$ cat src/hdl/jsu_pkg.sv
// Shared types and constants for the JSON string unescaper.
// Holds the parser mode enum, result codes, UTF-8 constants and the queue word.
// No dependencies.
`default_nettype none

package jsu_pkg;

  // parser mode
  typedef enum logic [1:0] {
    MODE_WAIT = 2'd0,
    MODE_STR  = 2'd1,
    MODE_ESC  = 2'd2,
    MODE_HEX  = 2'd3
  } mode_t;

  // result kinds
  localparam logic [1:0] KIND_DATA   = 2'd0;
  localparam logic [1:0] KIND_CLOSED = 2'd1;
  localparam logic [1:0] KIND_ERROR  = 2'd2;

  // error codes
  localparam logic [2:0] ERR_NONE     = 3'd0;
  localparam logic [2:0] ERR_NO_QUOTE = 3'd1;
  localparam logic [2:0] ERR_UNTERM   = 3'd2;
  localparam logic [2:0] ERR_BAD_ESC  = 3'd3;
  localparam logic [2:0] ERR_BAD_HEX  = 3'd4;

  // UTF-8 encoding
  localparam logic [15:0] CP_ONE_LIMIT = 16'h0080;
  localparam logic [15:0] CP_TWO_LIMIT = 16'h0800;
  localparam logic [7:0]  UTF8_LEAD2   = 8'hC0;
  localparam logic [7:0]  UTF8_LEAD3   = 8'hE0;
  localparam logic [7:0]  UTF8_CONT    = 8'h80;

  localparam int QUEUE_DEPTH = 4;

  // one queued word: a single result, or a code point to expand
  typedef struct packed {
    logic        is_cp;
    logic [1:0]  kind;
    logic [2:0]  err;
    logic [15:0] value;
  } job_t;

endpackage

`default_nettype wire

$ cat src/hdl/json_string_unescaper_unit.sv
// Top level of the JSON string unescaper.
// Instantiates jsu_front, jsu_queue and jsu_back; uses jsu_pkg.
`default_nettype none

// Decodes a quoted JSON string one byte per word. Plain bytes pass through,
// the short escapes give one byte, \uXXXX gives the code point as 1 to 3
// UTF-8 bytes (surrogates are not paired), a closing quote gives a closed
// word and faults give an error word; after a fault every byte up to the
// next quote reports "no opening quote". The output register drains one
// result per cycle while out_ready is high, so a byte producing n results
// occupies the output for n words. The queue of QUEUE_DEPTH words between
// the two absorbs the bursts from \u escapes; input stalls only when that
// queue is full.
module json_string_unescaper_unit #(
  parameter int QUEUE_DEPTH = jsu_pkg::QUEUE_DEPTH
) (
  input  wire logic       clk,
  input  wire logic       rst,
  input  wire logic       in_valid,
  output logic            in_ready,
  input  wire logic [7:0] in_byte,
  output logic            out_valid,
  input  wire logic       out_ready,
  output logic [7:0]      out_byte,
  output logic [1:0]      out_kind,
  output logic [2:0]      error_code,
  output logic            last_of_run
);

  jsu_pkg::job_t push_job, head_job;
  logic          push, pop, q_full, q_empty;

  jsu_front u_front (
    .clk      (clk),
    .rst      (rst),
    .in_valid (in_valid),
    .in_ready (in_ready),
    .in_byte  (in_byte),
    .q_full   (q_full),
    .push     (push),
    .job      (push_job)
  );

  jsu_queue #(
    .DEPTH (QUEUE_DEPTH)
  ) u_queue (
    .clk    (clk),
    .rst    (rst),
    .push   (push),
    .wr_job (push_job),
    .pop    (pop),
    .head   (head_job),
    .full   (q_full),
    .empty  (q_empty)
  );

  jsu_back u_back (
    .clk         (clk),
    .rst         (rst),
    .head        (head_job),
    .empty       (q_empty),
    .pop         (pop),
    .out_valid   (out_valid),
    .out_ready   (out_ready),
    .out_byte    (out_byte),
    .out_kind    (out_kind),
    .error_code  (error_code),
    .last_of_run (last_of_run)
  );

endmodule

`default_nettype wire

$ cat src/hdl/jsu_front.sv
// Front end of the JSON string unescaper: accepts input bytes, tracks the
// parser mode and pushes one word per result-bearing byte. Uses jsu_pkg.
`default_nettype none

module jsu_front (
  input  wire logic         clk,
  input  wire logic         rst,
  input  wire logic         in_valid,
  output logic              in_ready,
  input  wire logic [7:0]   in_byte,
  input  wire logic         q_full,
  output logic              push,
  output jsu_pkg::job_t     job
);

  jsu_pkg::mode_t mode, mode_next;
  logic [1:0]     hex_count, hex_count_next;
  logic [15:0]    code_point, code_point_next;

  logic        take;
  logic        hex_ok;
  logic [3:0]  hex_digit;
  logic        esc_ok;
  logic [7:0]  esc_byte;
  logic [15:0] cp_shifted;

  assign in_ready   = !q_full;
  assign take       = in_valid && in_ready;
  assign cp_shifted = {code_point[11:0], hex_digit};

  always_comb begin
    hex_ok    = 1'b1;
    hex_digit = 4'd0;
    if (in_byte inside {[8'h30:8'h39]}) begin
      hex_digit = 4'(in_byte - 8'h30);
    end else if (in_byte inside {[8'h61:8'h66]}) begin
      hex_digit = 4'(in_byte - 8'h57);
    end else if (in_byte inside {[8'h41:8'h46]}) begin
      hex_digit = 4'(in_byte - 8'h37);
    end else begin
      hex_ok = 1'b0;
    end
  end

  always_comb begin
    esc_ok   = 1'b1;
    esc_byte = in_byte;
    case (in_byte)
      8'h22, 8'h5C, 8'h2F: esc_byte = in_byte;
      8'h6E: esc_byte = 8'h0A;
      8'h74: esc_byte = 8'h09;
      8'h72: esc_byte = 8'h0D;
      8'h62: esc_byte = 8'h08;
      8'h66: esc_byte = 8'h0C;
      default: esc_ok = 1'b0;
    endcase
  end

  // next state
  always_comb begin
    mode_next       = mode;
    hex_count_next  = hex_count;
    code_point_next = code_point;
    case (mode)
      jsu_pkg::MODE_WAIT: begin
        if (in_byte == 8'h22) mode_next = jsu_pkg::MODE_STR;
      end
      jsu_pkg::MODE_STR: begin
        if (in_byte == 8'h00 || in_byte == 8'h22) begin
          mode_next = jsu_pkg::MODE_WAIT;
        end else if (in_byte == 8'h5C) begin
          mode_next = jsu_pkg::MODE_ESC;
        end
      end
      jsu_pkg::MODE_ESC: begin
        if (in_byte == 8'h75) begin
          mode_next       = jsu_pkg::MODE_HEX;
          hex_count_next  = 2'd0;
          code_point_next = 16'd0;
        end else if (esc_ok) begin
          mode_next = jsu_pkg::MODE_STR;
        end else begin
          mode_next = jsu_pkg::MODE_WAIT;
        end
      end
      jsu_pkg::MODE_HEX: begin
        if (!hex_ok) begin
          mode_next       = jsu_pkg::MODE_WAIT;
          hex_count_next  = 2'd0;
          code_point_next = 16'd0;
        end else if (hex_count != 2'd3) begin
          hex_count_next  = hex_count + 2'd1;
          code_point_next = cp_shifted;
        end else begin
          mode_next       = jsu_pkg::MODE_STR;
          hex_count_next  = 2'd0;
          code_point_next = 16'd0;
        end
      end
      default: mode_next = jsu_pkg::MODE_WAIT;
    endcase
  end

  // outputs: which word, if any, this byte pushes
  always_comb begin
    push      = 1'b0;
    job.is_cp = 1'b0;
    job.kind  = jsu_pkg::KIND_DATA;
    job.err   = jsu_pkg::ERR_NONE;
    job.value = 16'd0;
    case (mode)
      jsu_pkg::MODE_WAIT: begin
        if (in_byte != 8'h22) begin
          push     = take;
          job.kind = jsu_pkg::KIND_ERROR;
          job.err  = jsu_pkg::ERR_NO_QUOTE;
        end
      end
      jsu_pkg::MODE_STR: begin
        if (in_byte == 8'h00) begin
          push     = take;
          job.kind = jsu_pkg::KIND_ERROR;
          job.err  = jsu_pkg::ERR_UNTERM;
        end else if (in_byte == 8'h22) begin
          push     = take;
          job.kind = jsu_pkg::KIND_CLOSED;
        end else if (in_byte != 8'h5C) begin
          push      = take;
          job.value = {8'd0, in_byte};
        end
      end
      jsu_pkg::MODE_ESC: begin
        if (in_byte != 8'h75) begin
          push = take;
          if (esc_ok) begin
            job.value = {8'd0, esc_byte};
          end else begin
            job.kind = jsu_pkg::KIND_ERROR;
            job.err  = jsu_pkg::ERR_BAD_ESC;
          end
        end
      end
      jsu_pkg::MODE_HEX: begin
        if (!hex_ok) begin
          push     = take;
          job.kind = jsu_pkg::KIND_ERROR;
          job.err  = jsu_pkg::ERR_BAD_HEX;
        end else if (hex_count == 2'd3) begin
          push      = take;
          job.is_cp = 1'b1;
          job.value = cp_shifted;
        end
      end
      default: push = 1'b0;
    endcase
  end

  always_ff @(posedge clk) begin
    if (rst) begin
      mode       <= jsu_pkg::MODE_WAIT;
      hex_count  <= 2'd0;
      code_point <= 16'd0;
    end else if (take) begin
      mode       <= mode_next;
      hex_count  <= hex_count_next;
      code_point <= code_point_next;
    end
  end

endmodule

`default_nettype wire

$ cat src/hdl/jsu_queue.sv
// Small flop-based FIFO of job words between front and back ends.
// Uses jsu_pkg for the word type.
`default_nettype none

module jsu_queue #(
  parameter int DEPTH = jsu_pkg::QUEUE_DEPTH
) (
  input  wire logic          clk,
  input  wire logic          rst,
  input  wire logic          push,
  input  wire jsu_pkg::job_t wr_job,
  input  wire logic          pop,
  output jsu_pkg::job_t      head,
  output logic               full,
  output logic               empty
);

  localparam int PTR_W = (DEPTH > 1) ? $clog2(DEPTH) : 1;
  localparam int CNT_W = $clog2(DEPTH + 1);

  jsu_pkg::job_t mem [DEPTH];
  logic [PTR_W-1:0] wr_ptr, rd_ptr;
  logic [CNT_W-1:0] count;
  logic             do_wr, do_rd;

  assign full  = (count == CNT_W'(DEPTH));
  assign empty = (count == '0);
  assign do_wr = push && !full;
  assign do_rd = pop && !empty;
  assign head  = mem[rd_ptr];

  always_ff @(posedge clk) begin
    if (do_wr) mem[wr_ptr] <= wr_job;
  end

  always_ff @(posedge clk) begin
    if (rst) begin
      wr_ptr <= '0;
      rd_ptr <= '0;
      count  <= '0;
    end else begin
      if (do_wr) begin
        wr_ptr <= (wr_ptr == PTR_W'(DEPTH - 1)) ? '0 : wr_ptr + PTR_W'(1);
      end
      if (do_rd) begin
        rd_ptr <= (rd_ptr == PTR_W'(DEPTH - 1)) ? '0 : rd_ptr + PTR_W'(1);
      end
      if (do_wr && !do_rd) begin
        count <= count + CNT_W'(1);
      end else if (do_rd && !do_wr) begin
        count <= count - CNT_W'(1);
      end
    end
  end

endmodule

`default_nettype wire

$ cat src/hdl/jsu_back.sv
// Back end of the JSON string unescaper: expands queued words into result
// words (UTF-8 bytes for code points) into a registered output. Uses jsu_pkg.
`default_nettype none

module jsu_back (
  input  wire logic          clk,
  input  wire logic          rst,
  input  wire jsu_pkg::job_t head,
  input  wire logic          empty,
  output logic               pop,
  output logic               out_valid,
  input  wire logic          out_ready,
  output logic [7:0]         out_byte,
  output logic [1:0]         out_kind,
  output logic [2:0]         error_code,
  output logic               last_of_run
);

  logic [1:0] idx;
  logic [1:0] n_bytes;
  logic       load;
  logic       last;
  logic [7:0] byte_sel;

  assign load = !empty && (!out_valid || out_ready);
  assign last = (idx == n_bytes - 2'd1);
  assign pop  = load && last;

  always_comb begin
    if (!head.is_cp || head.value < jsu_pkg::CP_ONE_LIMIT) begin
      n_bytes = 2'd1;
    end else if (head.value < jsu_pkg::CP_TWO_LIMIT) begin
      n_bytes = 2'd2;
    end else begin
      n_bytes = 2'd3;
    end
  end

  always_comb begin
    case (idx)
      2'd0: begin
        if (n_bytes == 2'd1) begin
          byte_sel = head.value[7:0];
        end else if (n_bytes == 2'd2) begin
          byte_sel = jsu_pkg::UTF8_LEAD2 | {3'd0, head.value[10:6]};
        end else begin
          byte_sel = jsu_pkg::UTF8_LEAD3 | {4'd0, head.value[15:12]};
        end
      end
      2'd1: begin
        if (n_bytes == 2'd2) begin
          byte_sel = jsu_pkg::UTF8_CONT | {2'd0, head.value[5:0]};
        end else begin
          byte_sel = jsu_pkg::UTF8_CONT | {2'd0, head.value[11:6]};
        end
      end
      default: byte_sel = jsu_pkg::UTF8_CONT | {2'd0, head.value[5:0]};
    endcase
  end

  always_ff @(posedge clk) begin
    if (rst) begin
      out_valid <= 1'b0;
      idx       <= 2'd0;
    end else begin
      if (load) begin
        out_valid <= 1'b1;
        idx       <= last ? 2'd0 : idx + 2'd1;
      end else if (out_ready) begin
        out_valid <= 1'b0;
      end
    end
  end

  always_ff @(posedge clk) begin
    if (load) begin
      out_byte    <= byte_sel;
      out_kind    <= head.kind;
      error_code  <= head.err;
      last_of_run <= last;
    end
  end

endmodule

`default_nettype wire
$ cat config.mk
export PLATFORM = sky130hd
export DESIGN_NAME = json_string_unescaper_unit
export DESIGN_NICKNAME = d
export VERILOG_FILES = /design/src/hdl/jsu_pkg.sv /design/src/hdl/json_string_unescaper_unit.sv /design/src/hdl/jsu_front.sv /design/src/hdl/jsu_queue.sv /design/src/hdl/jsu_back.sv
export SDC_FILE = /design/constraint.sdc
export NUM_CORES = 1
export LEC_CHECK = 0
export ABC_AREA = 0
export BUFFER_PORTS_ARGS = -buffer_cell sky130_fd_sc_hd__buf_4
export CELL_PAD_IN_SITES_DETAIL_PLACEMENT = 1
export CELL_PAD_IN_SITES_GLOBAL_PLACEMENT = 1
export CORE_AREA = 2 2 106 108
export CTS_BUF_LIST = sky130_fd_sc_hd__clkbuf_8
export CTS_CLUSTER_SIZE = 12
export DETAILED_ROUTE_END_ITERATION = 16
export DIE_AREA = 0 0 108 110
export PLACE_DENSITY_LB_ADDON = 0.1
export SLEW_MARGIN = 20
export SYNTH_ARGS = -nofsm -noshare
export SYNTH_HDL_FRONTEND = slang
export SYNTH_SLANG_ARGS = --single-unit
$ cat constraint.sdc
create_clock -name clk -period 9.7 [get_ports clk]
set_clock_uncertainty 0.15 [all_clocks]
set_input_delay 2.425 -clock clk [delete_from_list [all_inputs] [get_ports clk]]
set_output_delay 2.425 -clock clk [all_outputs]
set_load 0.005 [all_outputs]
* Yosys cells after proc, flatten, opt, wreduce, memory -nomap -nowiden
Memory sizes are Yosys's and may differ from the RTL's. A register that Yosys moved wholly into a read port is not among the register bits.
Cells that the tools add are included.
** Operators by class
- Add/sub/neg operators :: 10
- $lt $le $gt $ge :: 8
- Eq/ne operators :: 28
- Multiplexer cells :: 67
- Reductions and logical operators :: 29
** Operators by type and width (number)
- $eq 8x7->1 const B :: 7
- $mux 16 :: 3
- $pmux 16 s3 :: 1
- $pmux 8 s5 :: 1
- $mux 12 :: 3
- $mux 2 :: 17
- $mux 8 :: 4
- $pmux 12 s2 :: 1
- $mux 1 :: 21
- $mux 21 :: 1
- $pmux 5 s4 :: 1
- $eq 8x6->1 const B :: 2
- $ge 8x7->1 const B :: 2
- $le 8x7->1 const B :: 2
- $lt 16x12->1 const B :: 1
- $lt 16x8->1 const B :: 1
- $ne 8x7->1 const B :: 2
- $pmux 8 s2 :: 1
- $mux 5 :: 3
- $eq 2x2->1 const B :: 6
- $mux 4 :: 3
- $mux 6 :: 2
- $logic_and 1x1->1 :: 10
- $add 2x1->2 const B :: 4
- other kinds (28) :: 43
** Word-level totals
- Bits in registers :: 40
- Bits in writable memories :: 88
- Input bits :: 12
- Output and inout port bits :: 16
- Logic and storage cells :: 155
- Memories :: 1
** Memories
- u_queue.mem :: words 4, bits a word 22, rd ports 1, clocked after memory_dff 1, wr ports 1, line jsu_queue.sv:21 : jsu_pkg::job_t mem [DEPTH];

* Depth between registers and ports, before layout
Gate-level depths: netlist of the first run.
- Word-level depth :: 12
- Depth in mapped cells :: 14
- Gate-level depth less buffers :: 13

* Hierarchy
From an unflattened synthesis of the first run, not the netlist that was laid out.
** Second synthesis, totals
- Cells, all modules :: 441
- Area, all modules :: 6236.0 um2
** By module, submodules not included
- jsu_queue :: instances 1, cells each 164, area each 3663.5 um2, sequential area each 2822.7 um2
- jsu_front :: instances 1, cells each 191, area each 1607.8 um2, sequential area each 320.3 um2
- jsu_back :: instances 1, cells each 86, area each 964.7 um2, sequential area each 480.5 um2

* Worst setup path after synthesis of the first run
OpenSTA, ideal clock, no wires.
- Path type :: input -> register
- Start :: input in_byte[3]
- End :: register u_queue.count[2]
- Setup time :: 70 ps
- Data arrival time :: 5405 ps
- Data required time :: 9480 ps
- Setup slack :: 4075 ps
- Stages :: 12
- Buffers on the path :: 1
- Cells stage by stage :: clkbuf_1 or4_1 o31ai_1 inv_1 o2bb2ai_1 nor3_1 ha_1 inv_1 fa_1 xor2_1 or3_1 a21oi_1
** On the way
- Word-level cells in the longest chain between the ends :: 11
- Elaborated cells on any way between the ends :: 30
- Classes of those cells :: 6 x order compare; 4 x eq/ne; 11 x mux; 9 x reduce/logical
** RTL lines
- start, declared :: line json_string_unescaper_unit.sv:21 : input wire logic [7:0] in_byte,
- $ge 8x7->1 or $le 8x7->1 (tied branches) :: line jsu_front.sv:38 : end else if (in_byte inside {[8'h41:8'h46]}) begin
- $logic_and 1x1->1 :: line jsu_front.sv:38
- $mux 1 :: line jsu_front.sv:38
- $mux 1 :: line jsu_front.sv:36 : end else if (in_byte inside {[8'h61:8'h66]}) begin
- $mux 1 :: line jsu_front.sv:34 : if (in_byte inside {[8'h30:8'h39]}) begin
- $mux 1 :: line jsu_front.sv:144 : if (!hex_ok) begin
- $pmux 1 s4 (*) :: line jsu_front.sv:111 : case (mode)
- $logic_and 1x1->1 (*) :: line jsu_queue.sv:28 : assign do_wr = push && !full;
- named net u_queue.do_wr :: line jsu_queue.sv:24 : logic do_wr, do_rd;
- $logic_not 1->1 :: line jsu_queue.sv:50 : end else if (do_rd && !do_wr) begin
- $logic_and 1x1->1 :: line jsu_queue.sv:50
- $reduce_bool 2->1 (no line)
- end signal, assigned :: line jsu_queue.sv:49 : count <= count + CNT_W'(1);
- end signal, assigned :: line jsu_queue.sv:51 : count <= count - CNT_W'(1);
- end, declared :: line jsu_queue.sv:23 : logic [CNT_W-1:0] count;
Mark *: on every way through the listed nets, which the timed path passes. The rest lies on a longest branch.
A chain may end at the register's enable or synchronous reset.

* Final worst setup path of the first run
- Start :: input in_byte[0]
- End :: register u_queue.count[2]
The elaborated chain is that of the path after synthesis.

==> results of run 1 <==
[critical path, cell delays in order]
cell and delay, ns:
buf_4 0.12, inv_1 0.10, ha_1 0.29, nand2b_1 0.10
a21boi_0 0.08, o21ai_1 0.56, a21boi_0 0.36, nor3_1 0.50
ha_1 0.28, inv_1 0.07, fa_1 0.43, xor2_1 0.19
or3_1 0.31, a21oi_1 0.14
[Yosys cell counts (6+ instances only)]
master and count:
ha_1 13, o31ai_1 6, dfxtp_1 28, nor3b_1 7
mux2i_1 9, edfxtp_1 102, a22oi_1 10, nor2_1 37
nand3_1 12, and2_1 16, nand2_1 23, mux4_1 9
clkbuf_1 14, nor3_1 11, o21ai_0 18, a21oi_1 19
inv_1 15, mux4_2 12
[stage by stage]
step / setup slack [ns] / power (mW) / utilization (%)
after floorplan: 4.07 / 1.09 / -
after global placement: 3.66 / 1.23 / 59.8
after detailed placement: 3.51 / 1.26 / 59.8
after CTS: 3.95 / 1.69 / 63.1
after global routing: 3.66 / 1.76 / 63.3
final: 3.94 / 1.69 / 63.3
[registers in the layout, summed over array words and instances, names as in the netlist, 2 cells and up, named ones only]
signal,cells
u_queue.mem,88
u_front.code_point,12
u_back.out_byte,8
u_back.error_code,3
u_queue.count,3
u_back.idx,2
u_back.out_kind,2
u_front.hex_count,2
u_front.mode,2
u_queue.rd_ptr,2
u_queue.wr_ptr,2
[where the power goes]
part	leakage [nW]	total [mW]	internal, mW	switching [mW]
sequential	1.18	0.749	0.710	0.0388
combinational	0.992	0.514	0.215	0.299
clock	0.213	0.423	0.227	0.196
total	2.39	1.69	1.15	0.534
[final timing paths]
check                                     from                                 to  slack [ns]  depth (start not counted)
max                                 in_byte[0]      u_queue.count[2]$_SDFFE_PP0P_        3.94                         14
min          u_front.hex_count[1]$_SDFFE_PP0P_  u_front.hex_count[1]$_SDFFE_PP0P_        0.32                          2
max reg2reg                               flop      u_queue.count[2]$_SDFFE_PP0P_        5.33                         13
min reg2reg  u_front.hex_count[1]$_SDFFE_PP0P_  u_front.hex_count[1]$_SDFFE_PP0P_        0.32                          2
[logic make-up after synthesis]
| group | after synthesis | share of synthesized area (%) |
|---|---|---|
| compound gates | 88 | 10.0 |
| xor+xnor | 5 | 0.724 |
| fa+ha+maj | 14 | 3.02 |
| buf+inv | 38 | 2.79 |
| flops | 130 | 59.9 |
| mux | 32 | 10.2 |
| simple gates | 145 | 13.3 |
[layout make-up]
type | count | area [um2]
Fill cell | 1063 | 3930
Sequential cell | 130 | 3620
Multi-Input combinational cell | 284 | 2280
Timing Repair Buffer | 36 | 270
Clock buffer | 18 | 248
Tap cell | 140 | 175
Clock inverter | 14 | 113
Inverter | 16 | 60.1
[per-layer routing]
metal / global-route usage (%) / part of all wire, % / vias to the layer above
li1: - / - / 1827
met1: 33.8 / 42 / 2124
met2: 45.7 / 51 / 135
met3: 6.29 / 4.1 / 34
met4: 12.6 / 2.6 / 0
met5: 0 / 0 / -
==> out/metrics.cfg, run 1 <==
[placed_design]
dpl-instance-area_um2 = 6390
place.gp.congestion = 0.908
placed_cells = 606
hpwl_um = 10100
portBuffers = 27

[timing]
tightestPinTransition_ns = 1.08
period_share_pct = 59.4
holdWs_ns = 0.318
finalSetupViolCount = 0
slew_headroom_pct = 27.4
rsz0062_at_grt = no
finalMaxSlewViolations = 0
fmax_mhz = 174
final_hold_viol_count = 0
min_period_ns = 5.76
fin_setup_tns_ns = 0

[worst_setup_path]
critPathMaxFanout = 10
crit_type = in2reg
crit_required_ns = 9.89
critPathLaunchType = input port
crit_path_end_kind = flop
crit_arrival_ns = 5.96

[global_route]
grt_max_degree = 31
grt_remaining_overflow = 0
grt_pass1_wl_um = 23600
grt_pass1_vias = 4260
grtUsageTotal_pct = 27.2
antenna_found_initial = 0

[floorplan]
die_h_um = 110
core_um2 = 10700
die-area_um2 = 11900
row_count = 38
start_util_pct = 56.5
die_w_um = 108
pin_count = 28

[synthesis]
synth_nets = 478
seq_area_frac_synth_pct = 59.9
synth_area_leaders = edfxtp_1 (51%), dfxtp_1 (9.3%), mux4_2 (4.5%)
synth_edf_count = 102
synth_warnings = 0
syn_inst = 452
netlist_area_um2 = 6050
syn_avg_cell_area_um2 = 13.4
postSynth.asyncResetShare_pct = 0
synth_top_flop_cell = edfxtp_1
synth.top_cell.area_share_pct = 50.7
synthDistinctLibCells = 68
synth_seq_cells = 130
synth_top_area_cell = edfxtp_1

[final_layout]
mostFrequentLayoutCells = edfxtp_1 (102), nor2_1 (37), buf_4 (36)
final_common_cell = edfxtp_1
area_delta_synth_final_pct = 11.9
insertedDiodeCount = 0
stdcell_count = 638
fin_area_um2 = 6770
drive_gt1_share_pct = 17.9
fin_nets = 511

[power_and_ir_drop]
leakage_nw = 2.39
ir_drop_mv = 0.130
powerDensity_nw_per_um2 = 249

[cts]
cts_tree = yes
cts_made_buffers = 17
clock-sinks = 130
clk_latency_ns = 0.42
postCtsResizedCells = 0
root_buffer = clkbuf_8
clk_pin_slew_ns = 0.07
cts_hold_buf = 0
h-tree-depth = 4
cts_buffer_depth = 2
cts_setup_buffers = 0

[detailed_routing]
drc = 0
viasPerCell = 6.46
vias = 4120
antenna_left = 0
drtPass1Iterations = 5
wirelength_um = 15100
drt-initial-drc-count = 253
wl_per_cell_um = 23.7

[status]
status = finished, final reports clean

[job]
maxCapViolCount = 0

[min_path]
hold_path.class = reg2reg

Note: power is estimated with default switching activity, not from simulation.
==> run 2, diff against run 1 <==
Settings changed: CORE_AREA 2 2 106 108 to 2 2 110 112, DIE_AREA 0 0 108 110 to 0 0 112 114.
Clock period 9.7 ns to 5.5 ns, I/O delays scaled along.
==> out/metrics.cfg, run 2 (synthesis gave the netlist of run 1 again) <==
[timing]
finalSetupViolCount = 0  ; unchanged
rsz0062_at_grt = no  ; unchanged
period_share_pct = 80.2
fin_setup_tns_ns = 0  ; unchanged
final_hold_viol_count = 0  ; unchanged
holdWs_ns = 0.300  ; was 0.318 ns
fmax_mhz = 227
finalMaxSlewViolations = 0  ; unchanged
tightestPinTransition_ns = 0.898  ; was 1.08 ns
min_period_ns = 4.41
slew_headroom_pct = 39.6  ; was 27.4%

[cts]
cts_buffer_depth = 2  ; unchanged
h-tree-depth = 4  ; unchanged
cts_made_buffers = 17  ; unchanged
clock-sinks = 130  ; unchanged
cts_hold_buf = 0  ; unchanged
cts_setup_buffers = 0  ; unchanged
root_buffer = clkbuf_8  ; unchanged
clk_latency_ns = 0.44  ; was 0.42 ns
clk_pin_slew_ns = 0.07  ; about the same
cts_tree = yes  ; unchanged
postCtsResizedCells = 0  ; unchanged

[floorplan]
die_h_um = 114  ; was 110 um
row_count = 40  ; was 38
start_util_pct = 51.6  ; was 56.5%
core_um2 = 11700  ; was 10700 um2
pin_count = 28  ; unchanged
die-area_um2 = 12800  ; was 11900 um2
die_w_um = 112  ; was 108 um

[final_layout]
fin_nets = 514  ; was 511
drive_gt1_share_pct = 18.2  ; was 17.9%
mostFrequentLayoutCells = edfxtp_1 (102), buf_4 (39), nor2_1 (37)  ; was edfxtp_1 (102), nor2_1 (37), buf_4 (36)
top_register = u_queue.mem  ; unchanged
final_common_cell = edfxtp_1  ; unchanged
insertedDiodeCount = 0  ; unchanged
largest_register_ffs = 88  ; unchanged
area_delta_synth_final_pct = 13.1  ; was 11.9%
top_regs = u_queue.mem (88), u_front.code_point (12), u_back.out_byte (8)  ; unchanged
fillCellCount = 1168  ; was 1063

[worst_setup_path]
crit_path_end_kind = flop  ; unchanged
crit_type = in2reg  ; unchanged
ff2ff_setup_slack_ns = 1.11  ; was 5.33 ns
crit_arrival_ns = 4.63  ; was 5.96 ns
critPathMaxFanout = 7  ; was 10
critPathLaunchType = input port  ; unchanged
worstSetupStartpoint = in_byte[7]  ; was in_byte[0]
crit_required_ns = 5.72  ; was 9.89 ns

[power_and_ir_drop]
intPower_mw = 2.12  ; was 1.15 mW
clkPwrFrac_pct = 27.5  ; was 25.1%
power_frac_comb_pct = 28.5  ; was 30.5%
switching_share_pct = 30.1  ; was 31.7%
seqPwrFrac_pct = 43.9  ; was 44.4%
leakage_nw = 2.39  ; about the same
power.switching_uw = 912  ; was 534 uW
ir_drop_mv = 0.278  ; was 0.130 mV
powerDensity_nw_per_um2 = 443  ; was 249 nW/um2

[detailed_routing]
drc = 0  ; unchanged
drt-initial-drc-count = 237  ; was 253
antenna_left = 0  ; unchanged
wl_per_cell_um = 21.5  ; was 23.7 um
wirelength_um = 13900  ; was 15100 um
vias = 3919  ; was 4120
viasPerCell = 6.06  ; was 6.46
drtPass1Iterations = 5  ; unchanged

[global_route]
antenna_found_initial = 0  ; unchanged
grt_remaining_overflow = 0  ; unchanged
grt_pass1_vias = 4141  ; was 4260
grt_pass1_wl_um = 22400  ; was 23600 um
grtUsageTotal_pct = 23.2  ; was 27.2%
grt_max_degree = 31  ; unchanged

[placed_design]
hpwl_um = 9620  ; was 10100 um
place.gp.congestion = 0.897  ; was 0.908
portBuffers = 27  ; unchanged

[job]
maxCapViolCount = 0  ; unchanged

[min_path]
min_from = u_front.code_point[11]$_SDFFE_PP0P_  ; was u_front.hex_count[1]$_SDFFE_PP0P_
hold_path.class = reg2reg  ; unchanged

[status]
status = finished, final reports clean  ; unchanged

run 2: changes by cell type in the layout (fill, tap and decap cells not counted), sizes merged:
cell      change
bufinv        +2
clkinvlp      +2
clkinv        +1
clkbuf        -1
buf           +3
inv           -5
run 2: path summary, 6_finish.rpt:
| check | endpoint | depth (start not counted) |
|---|---|---|
| max reg2reg | u_queue.count[2]$_SDFFE_PP0P_ | 13 |
| min | u_front.code_point[11]$_SDFFE_PP0P_ | 2 |
| max | u_queue.count[2]$_SDFFE_PP0P_ | 13 |
| min reg2reg | u_front.code_point[11]$_SDFFE_PP0P_ | 2 |
run 2: metal layers:
layer	global-route usage, %	up-vias	routed length, um
li1	-	1825	-
met1	29.0	1969	5950
met2	39.1	98	6890
met3	5.05	27	661
met4	10.2	0	416
met5	0	-	0
run 2: layout make-up:
cell class                 count  area [um2]  share of cell area (%)
timing repair buffer          39         293                    4.28
clock inverter                14         171                    2.51
sequential                   130        3620                    53.0
inverter                      16        60.1                   0.879
multi-input combinational    284        2270                    33.2
tap                          147         184                    2.69
clock buffer                  17         234                    3.42
run 2: through the flow:
step	worst slack, ns	total power [mW]	cell area, um2	cells	util (%)
2_1_floorplan	0.925	1.92	6050	452	-
3_3_place_gp	0.748	2.18	6420	616	54.9
3_5_place_dp	0.625	2.22	6420	616	54.9
4_1_cts	1.03	3.06	6830	647	58.3
5_1_grt	0.774	3.18	6840	647	58.4
6_report	1.09	3.03	6840	647	58.4
run 2: power by group through the flow:
stage | clock network [mW] | logic (mW) | registers (mW)
global route | 0.886 | 0.952 | 1.35
floorplan | 0 | 0.598 | 1.32
finish | 0.833 | 0.864 | 1.33
detailed placement | 0 | 0.868 | 1.35
CTS | 0.853 | 0.874 | 1.33
global placement | 0 | 0.836 | 1.34
run 2: critical path, cell delays in order:
cell,delay [ns]
buf_4,0.13
or4_1,0.62
o31ai_1,0.28
buf_4,0.17
inv_1,0.06
o2bb2ai_1,0.14
nor3_1,0.42
ha_1,0.28
inv_1,0.07
fa_1,0.44
xor2_1,0.17
or3_1,0.30
a21oi_1,0.15
==> run 3, diff against run 2 <==
Settings changed: ABC_AREA 0 to 1, CORE_AREA 2 2 110 112 to 2 2 115 117, DIE_AREA 0 0 112 114 to 0 0 117 119.
Clock period 5.5 ns to 4.4 ns, I/O delays scaled along.
==> out/metrics.cfg, run 3 <==
[floorplan]
core_um2 = 12900  ; was 11700 um2
die_h_um = 119  ; was 114 um
die-area_um2 = 13900  ; was 12800 um2
row_count = 42  ; was 40
pin_count = 28  ; unchanged
die_w_um = 117  ; was 112 um
start_util_pct = 48.4  ; was 51.6%

[worst_setup_path]
critPathLaunchType = input port  ; unchanged
ff2ff_setup_slack_ns = 1.07  ; was 1.11 ns
r2r_cells = 20  ; was 13
critPathMaxFanout = 9  ; was 7
slowest_delay_ns = 0.45  ; was 0.62 ns
crit_path_end_kind = flop  ; unchanged
r2r-end = u_queue.count[2]$_SDFFE_PP0P_  ; unchanged
crit_required_ns = 4.63  ; was 5.72 ns
crit_arrival_ns = 3.75  ; was 4.63 ns
slowest_stage = fa_1  ; was or4_1
crit_type = in2reg  ; unchanged
path_buf_inv = 4  ; unchanged
crit_chain = buf_4 > inv_1 > ha_1 > nand2_1 > nor2_1 > o211ai_1 > nand2_1 > nand3_2 > nand2_2 > nand2_2 > inv_1 > ha_1 > inv_1 > fa_1 > nor2_1 > nor2_1 > nand2_1 > o21ai_0 > a21oi_1  ; was buf_4 > or4_1 > o31ai_1 > buf_4 > inv_1 > o2bb2ai_1 > nor3_1 > ha_1 > inv_1 > fa_1 > xor2_1 > or3_1 > a21oi_1
cp_top_family = simple AND/OR/NAND/NOR gates  ; unchanged

[timing]
tightestPinTransition_ns = 0.771  ; was 0.898 ns
fin_ws_ns = 0.875  ; was 1.09 ns
rsz0062_at_grt = no  ; unchanged
fin_setup_tns_ns = 0  ; unchanged
fmax_mhz = 284
period_share_pct = 80.1
final_hold_viol_count = 0  ; unchanged
slew_headroom_pct = 48.1  ; was 39.6%
finalSetupViolCount = 0  ; unchanged
min_period_ns = 3.53
finalMaxSlewViolations = 0  ; unchanged

[synthesis]
seq_area_frac_synth_pct = 58.2  ; was 59.9%
synthDistinctLibCells = 45  ; was 68
synth_edf_count = 102  ; unchanged
syn_avg_cell_area_um2 = 9.69  ; was 13.4 um2
postSynth.asyncResetShare_pct = 0  ; unchanged
synth_warnings = 0  ; unchanged
synth.top_cell.area_share_pct = 49.2  ; was 50.7%
synth_top_area_cell = edfxtp_1  ; unchanged
synth_area_leaders = edfxtp_1 (49%), nand2_1 (9.6%), dfxtp_1 (9.0%)  ; was edfxtp_1 (51%), dfxtp_1 (9.3%), mux4_2 (4.5%)
synth_most_common_cell = nand2_1  ; was edfxtp_1
synth_top_flop_cell = edfxtp_1  ; unchanged
syn_inst = 643  ; was 452
synth_seq_cells = 130  ; unchanged
synth_nets = 669  ; was 478
netlist_top_cells_count = nand2_1 (160), edfxtp_1 (102), inv_1 (62)  ; was edfxtp_1 (102), nor2_1 (37), dfxtp_1 (28)
netlist_area_um2 = 6230  ; was 6050 um2

[placed_design]
pre_cts_slack_ns = 0.413  ; was 0.625 ns
place.gp.congestion = 0.920  ; was 0.897
portBuffers = 27  ; unchanged
dpl-instance-area_um2 = 6590  ; was 6420 um2
hpwl_um = 10800  ; was 9620 um

[final_layout]
area_delta_synth_final_pct = 12.2  ; was 13.1%
insertedDiodeCount = 0  ; unchanged
top_register = u_queue.mem  ; unchanged
fillCellCount = 1478  ; was 1168
fin_util_pct = 54.3  ; was 58.4%
fin_area_um2 = 6990  ; was 6840 um2
largest_register_ffs = 88  ; unchanged
drive_gt1_share_pct = 16.1  ; was 18.2%
fin_nets = 702  ; was 514
mostFrequentLayoutCells = nand2_1 (160), edfxtp_1 (102), inv_1 (63)  ; was edfxtp_1 (102), buf_4 (39), nor2_1 (37)
top_regs = u_queue.mem (88), u_front.code_point (12), u_back.out_byte (8)  ; unchanged
final_common_cell = nand2_1  ; was edfxtp_1

[min_path]
whs_path_depth = 2  ; unchanged
hold_path.class = reg2reg  ; unchanged
min_from = u_front.code_point[8]$_SDFFE_PP0P_  ; was u_front.code_point[11]$_SDFFE_PP0P_
min_to = u_front.code_point[8]$_SDFFE_PP0P_  ; was u_front.code_point[11]$_SDFFE_PP0P_

[cts]
clk_pin_slew_ns = 0.07  ; about the same
cts_tree = yes  ; unchanged
cts_buffer_depth = 2  ; unchanged
clock-sinks = 130  ; unchanged
postCtsResizedCells = 0  ; unchanged
clk_latency_ns = 0.44  ; about the same
h-tree-depth = 4  ; unchanged
cts_made_buffers = 17  ; unchanged
root_buffer = clkbuf_8  ; unchanged
cts_setup_buffers = 0  ; unchanged
cts_hold_buf = 0  ; unchanged

[job]
maxCapViolCount = 0  ; unchanged

[detailed_routing]
wirelength_um = 15500  ; was 13900 um
drtPass1Iterations = 4  ; was 5
wl_per_cell_um = 17.9  ; was 21.5 um
antenna_left = 0  ; unchanged
vias = 4590  ; was 3919
viasPerCell = 5.31  ; was 6.06
drc = 0  ; unchanged
drt-initial-drc-count = 348  ; was 237

[power_and_ir_drop]
leakage_nw = 2.74  ; was 2.39 nW
ir_drop_mv = 0.287  ; was 0.278 mV
powerDensity_nw_per_um2 = 567  ; was 443 nW/um2

[global_route]
grt_pass1_vias = 4850  ; was 4141
antenna_found_initial = 0  ; unchanged
grt_pass1_wl_um = 24900  ; was 22400 um
grtUsageTotal_pct = 23.7  ; was 23.2%
grt_remaining_overflow = 0  ; unchanged
grt_max_degree = 45  ; was 31

[status]
status = finished, final reports clean  ; unchanged

[run 3: per-layer routing]
metal / GRT usage, % / up-vias / wire, um / share of wire (%)
met3: 4.89 / 20 / 498 / 3.2
met1: 31.4 / 2248 / 7220 / 47
li1: - / 2244 / - / -
met5: 0 / - / 0 / 0
met2: 38.6 / 78 / 7490 / 48
met4: 8.24 / 0 / 265 / 1.7
[run 3: logic make-up after synthesis]
kind of cell    count (synthesis)  share of synthesized area, %
compound gates                 95                          9.12
xor+xnor                        3                         0.422
flops                         130                          58.2
buf+inv                        94                          6.63
fa+ha+maj                      14                          2.93
simple gates                  307                          22.8
[run 3: metrics by stage]
step	hold slack (ns)	power [mW]	std cells
after global placement	0.310	2.92	833
after global routing	0.358	4.22	865
after CTS	0.329	4.02	865
final	0.330	3.97	865
after detailed placement	0.317	2.99	833
after floorplan	0.295	2.55	643
[run 3: where the power goes]
part	leakage, nW	switching, mW	internal, mW
Clock	0.194	0.469	0.554
Sequential	1.16	0.0679	1.55
Combinational	1.39	0.893	0.432
[run 3: worst reg2reg max path, cell delays in order, from the launching register on]
cell and delay, ns:
dfxtp_1 0.41, buf_4 0.44, nand2_1 0.12, nand3_1 0.10
nand2_1 0.14, nand2_1 0.14, inv_1 0.05, nand2_1 0.09
nand3_4 0.18, nand2_2 0.13, nand2_1 0.06, nand2_1 0.07
nand3_2 0.14, ha_1 0.25, inv_1 0.12, fa_1 0.22
nor2_1 0.06, nor2_1 0.08, nand2_1 0.07, o21ai_0 0.15
a21oi_1 0.05
[run 3: how the worst max path moves through the flow]
stage / slack [ns] / start / cells past startpoint / end
after detailed placement: 0.41 / in_byte[0] / 19 / u_queue.count[2]$_SDFFE_PP0P_
after global placement: 0.55 / in_byte[0] / 19 / u_queue.count[2]$_SDFFE_PP0P_
after floorplan: 0.71 / in_byte[0] / 10 / u_queue.mem[3][0]$_DFFE_PP_
after global routing: 0.54 / in_byte[0] / 19 / u_queue.count[2]$_SDFFE_PP0P_
final: 0.87 / in_byte[0] / 19 / u_queue.count[2]$_SDFFE_PP0P_
after CTS: 0.89 / in_byte[0] / 19 / u_queue.count[2]$_SDFFE_PP0P_
[run 3: layout make-up]
class,count,area (um2),share of cell area [%]
repair buffers,35,263,3.76
clock buffers,17,234,3.35
inverters,73,282,4.03
multi-input cells,419,2200,31.5
flip-flops and latches,130,3620,51.8
clock inverters,15,168,2.40
well taps,176,220,3.15
